$ cat src/rtl/core/whbm_pkg.sv
// Shared types, codes and helpers for the windowed Hamming best-match block.
package whbm_pkg;

  // Fixed field widths of the stream and configuration ports.
  localparam int IDX_W      = 10;
  localparam int WIDX_W     = 3;
  localparam int DATA_W     = 64;
  localparam int DESC_W     = 10;
  localparam int COUNT_W    = 11;
  localparam int HALF_W     = 6;
  localparam int CFG_IDX_W  = 2;
  localparam int CFG_DATA_W = 11;
  localparam int IN_TDATA_W  = 80;
  localparam int OUT_TDATA_W = 32;

  // Item kinds carried in tuser.
  localparam logic CMD_LOAD  = 1'b0;
  localparam logic CMD_QUERY = 1'b1;

  // Configuration register indexes.
  localparam logic [CFG_IDX_W-1:0] REG_DESC_BITS   = 2'd0;
  localparam logic [CFG_IDX_W-1:0] REG_TRAIN_COUNT = 2'd1;
  localparam logic [CFG_IDX_W-1:0] REG_WINDOW_HALF = 2'd2;

  // Register values after reset.
  localparam logic [DESC_W-1:0]  DESC_BITS_RESET   = 10'd256;
  localparam logic [COUNT_W-1:0] TRAIN_COUNT_RESET = 11'd1;
  localparam logic [HALF_W-1:0]  WINDOW_HALF_RESET = 6'd10;

  // Controller states.
  typedef enum logic [1:0] {
    ST_IDLE,
    ST_ISSUE,
    ST_DRAIN,
    ST_DONE
  } whbm_state_t;

  // Commands from the controller to the datapath and top level.
  typedef struct packed {
    logic ready;
    logic start;
    logic step;
    logic finish;
  } whbm_cmd_t;

  // Status from the datapath to the controller.
  typedef struct packed {
    logic query_end;
    logic window_empty;
    logic issue_last;
    logic pipe_busy;
  } whbm_stat_t;

  // Number of ones in one byte.
  function automatic logic [3:0] popcount8(input logic [7:0] b);
    logic [3:0] c;
    c = 4'd0;
    for (int i = 0; i < 8; i++) begin
      c = c + {3'd0, b[i]};
    end
    return c;
  endfunction

endpackage

$ cat src/rtl/core/whbm_ctrl.sv
// Controller: sequences the candidate scan and hands off the result.
module whbm_ctrl (
  input  logic                 clk,
  input  logic                 rst,
  input  logic                 in_valid,
  input  whbm_pkg::whbm_stat_t stat,
  input  logic                 out_free,
  output whbm_pkg::whbm_cmd_t  cmd
);

  import whbm_pkg::*;

  whbm_state_t state, state_next;

  // State register.
  always_ff @(posedge clk) begin
    if (rst) begin
      state <= ST_IDLE;
    end else begin
      state <= state_next;
    end
  end

  // Next state.
  always_comb begin
    state_next = state;
    case (state)
      ST_IDLE: begin
        if (in_valid && stat.query_end) begin
          state_next = stat.window_empty ? ST_DONE : ST_ISSUE;
        end
      end
      ST_ISSUE: begin
        if (stat.issue_last) begin
          state_next = ST_DRAIN;
        end
      end
      ST_DRAIN: begin
        if (!stat.pipe_busy) begin
          state_next = ST_DONE;
        end
      end
      ST_DONE: begin
        if (out_free) begin
          state_next = ST_IDLE;
        end
      end
      default: begin
        state_next = ST_IDLE;
      end
    endcase
  end

  // Outputs.
  always_comb begin
    cmd = '0;
    case (state)
      ST_IDLE: begin
        cmd.ready = 1'b1;
        cmd.start = in_valid && stat.query_end;
      end
      ST_ISSUE: begin
        cmd.step = 1'b1;
      end
      ST_DRAIN: begin
        cmd = '0;
      end
      ST_DONE: begin
        cmd.finish = out_free;
      end
      default: begin
        cmd = '0;
      end
    endcase
  end

endmodule

$ cat config.mk
export PLATFORM = sky130hd
export DESIGN_NAME = whbm_ctrl
export DESIGN_NICKNAME = d
export VERILOG_FILES = /design/src/rtl/core/whbm_pkg.sv /design/src/rtl/core/whbm_ctrl.sv
export SDC_FILE = /design/constraint.sdc
export NUM_CORES = 1
export LEC_CHECK = 0
export BUFFER_PORTS_ARGS = -buffer_cell sky130_fd_sc_hd__buf_2
export CAP_MARGIN = 10
export CELL_PAD_IN_SITES_DETAIL_PLACEMENT = 1
export CELL_PAD_IN_SITES_GLOBAL_PLACEMENT = 2
export CORE_AREA = 2 2 39 41
export CTS_CLUSTER_DIAMETER = 50
export DETAILED_ROUTE_END_ITERATION = 8
export DIE_AREA = 0 0 41 43
export GPL_TIMING_DRIVEN = 0
export PLACE_DENSITY_LB_ADDON = 0.1
export SYNTH_ARGS = -nofsm -noshare
export SYNTH_HDL_FRONTEND = slang
export SYNTH_SLANG_ARGS = --single-unit
export TNS_END_PERCENT = 5
$ cat constraint.sdc
create_clock -name clk -period 1.8 [get_ports clk]
set_clock_uncertainty 0.05 [all_clocks]
set_input_delay 0.09 -clock clk [delete_from_list [all_inputs] [get_ports clk]]
set_output_delay 0.09 -clock clk [all_outputs]
set_load 0.03 [all_outputs]
==> reports/qor.yml <==
required_ns: 1.88
synthesis.nets: 35
tns_ns: 0
power_mw: 0.517
cts_tree: "done"
syn_inst: 22
grt_overflow: 0
clock-sinks: 2
grt_usage: 0.0870
synth-warning-count: 0
end_kind: "register"
vias: 215
hp-start: "stat[0]"
critPathKind: "register to register"
grt_pass1_wl_um: 945
grt_antenna_before_repair: 0
die_w_um: 41
grt_pass1_vias: 224
cp_cell_sequence: "inv_1 > ha_1 > a21bo_1 > nand4_1 > a221oi_1"
clkTransAtPathRegs_ns: 0.03
critPathArrivalTime_ns: 1.50
fin_crit_ns: 1.42
drc_errors: 0
syn_area_per_cell_um2: 9.61
top_register: "state"
crit_slowest_cell: "dfxtp_1"
rr_endpoint: "state[0]$_SDFFE_PP0P_"
placed_area_um2: 287
whs_endpoint: "state[1]$_SDFFE_PP0P_"
ys_ff_latch: 2
port_buffers: 11
r2r_start: "state[0]$_SDFFE_PP0P_"
area_growth_pct: 50.9
hold_viol_final: 0
via_per_inst: 4.06
finalInstanceArea_um2: 319
grt_max_degree: 5
cts_max_level: 1
largest_reg_flops: 2
dpl.cell_count: 49
cts_resized: 0
peakVddDrop_mv: 0.336
totalWireLength_um: 550
worst_hold_path.num_cells: 4
cts_buffer_depth: 2
ant_nets: 0
layout.cells.non_filler: 53
max_cap_viol_count: 0
largest_registers: "state: 2 flops"
rows: 14
ys_seq_area_frac: 0.189
timing.fmax_mhz: 705
drt_first_pass_iters: 2
dp_hpwl_um: 465
cp_top_family: "compound AO/OA/AOI/OAI gates"
cp_num_buf_inv: 1
rsz0062_at_grt: "no"
drt_iter0_markers: 2
syn_area_um2: 211
r2r_setup_slack_ns: 0.38
n_fill_cell: 172
hold_class: "primary input to register"
cts_root_buf: "clkbuf_4"
worst-path-max-fanout: 4
crit_path_max_incr_delay_ns: 0.34
clkLatencyLatePin_ns: 0.23
place.gp.congestion: 0.751
slew_viol_final: 0
cts-buffers-inserted: 3
post-route-util: 0.231
final.period_utilization: 0.788
slew_headroom: 0.817
core_region_area_mm2: 0.00138
p_per_area_mw_per_mm2: 1620
wl_per_cell_um: 10.4
antenna_cells: 0
outcome: "completed"
synth_cell_types: 14
start_kind: "register"
die_h_um: 43
r2r_cells: 5
p_leak_nw: 0.166
initial_core_util: 0.153
io_pins: 12
fp.dieArea_mm2: 0.00176
setup_viol: 0
final_nets: 52
drive_above_1_share: 0.459
worstMarginPinSlew_ns: 0.275
report_power, final:
part           switching (mW)  total (mW)  leakage, nW  internal [mW]
Sequential             0.0160      0.0818       0.0166         0.0658
Clock                  0.0275       0.101       0.0138         0.0737
Combinational           0.192       0.334        0.136          0.142
Total                   0.236       0.517        0.166          0.281
kinds of logic (layout without fill, tap and decap cells):
logic type,Yosys count,after routing,synth area share
simple gates,9,9,0.308
fa+ha+maj,5,5,0.296
compound gates,4,4,0.172
flops,2,2,0.189
buf+inv,2,17,0.0355
layout by cell type (no fill, tap or decap):
| master | synthesis | routed |
|---|---|---|
| inv_1 | 2 | 2 |
| nand2b_1 | 1 | 1 |
| nor2_1 | 1 | 1 |
| nor2b_1 | 1 | 1 |
| a221oi_1 | 3 | 3 |
| nand2_1 | 1 | 1 |
| buf_2 | 0 | 11 |
| nand4_1 | 1 | 1 |
| dlygate4sd3_1 | 0 | 1 |
| and2_1 | 1 | 1 |
| a21bo_1 | 1 | 1 |
| nand2b_4 | 1 | 1 |
| and3_4 | 1 | 1 |
| and3_2 | 1 | 1 |
| dfxtp_1 | 2 | 2 |
| ha_1 | 5 | 5 |
| clkbuf_4 | 0 | 3 |
per-layer routing:
metal,global-route usage,share of wire
met2,0.106,0.47
met3,0.0471,0.078
met1,0.102,0.41
met4,0.0800,0.042
met5,0,0
cells in the mapped netlist:
cell | n | area share
nand4_1 | 1 | 0.030
nand2_1 | 1 | 0.018
and3_4 | 1 | 0.053
inv_1 | 2 | 0.036
dfxtp_1 | 2 | 0.19
nor2b_1 | 1 | 0.030
a221oi_1 | 3 | 0.12
and3_2 | 1 | 0.036
ha_1 | 5 | 0.30
and2_1 | 1 | 0.030
nand2b_1 | 1 | 0.030
a21bo_1 | 1 | 0.047
nor2_1 | 1 | 0.018
nand2b_4 | 1 | 0.065
tightest hold or removal path, delay by kind of cell:
family / cells / cell delay, ns
compound gates: 1 / 0.08
buf+inv: 1 / 0.09
simple gates: 2 / 0.16
per-stage QoR:
step                hold slack, ns  worst slack [ns]
CTS                          0.196             0.347
finish                       0.194             0.381
floorplan                    0.119             0.268
global route                 0.237             0.210
global placement             0.227             0.348
detailed placement           0.227             0.356
worst max-delay path by stage:
stage / endpoint / slack (ns) / cells past startpoint / start
after global routing: state[0]$_SDFFE_PP0P_ / 0.21 / 5 / state[0]$_SDFFE_PP0P_
after detailed placement: state[1]$_SDFFE_PP0P_ / 0.36 / 5 / state[0]$_SDFFE_PP0P_
after floorplan: state[0]$_SDFFE_PP0P_ / 0.27 / 5 / state[0]$_SDFFE_PP0P_
after CTS: state[1]$_SDFFE_PP0P_ / 0.35 / 5 / state[0]$_SDFFE_PP0P_
final: state[0]$_SDFFE_PP0P_ / 0.38 / 5 / state[0]$_SDFFE_PP0P_
after global placement: state[1]$_SDFFE_PP0P_ / 0.35 / 5 / state[0]$_SDFFE_PP0P_
cell type report:
| type | count | area, µm² | share of cell area |
|---|---|---|---|
| multi-input combinational | 18 | 164 | 0.514 |
| timing repair buffer | 12 | 65.1 | 0.204 |
| inverter | 2 | 7.51 | 0.0235 |
| clock buffer | 3 | 22.5 | 0.0706 |
| sequential | 2 | 40.0 | 0.125 |
| tap | 16 | 20.0 | 0.0627 |
timing repair:
action | 4_1_cts | 5_1_grt
hold buffers | 1 | 0
endpoints found under the hold margin | 2 | 0
setup buffers | 0 | 0
Note: power is estimated with default switching activity, not from simulation.
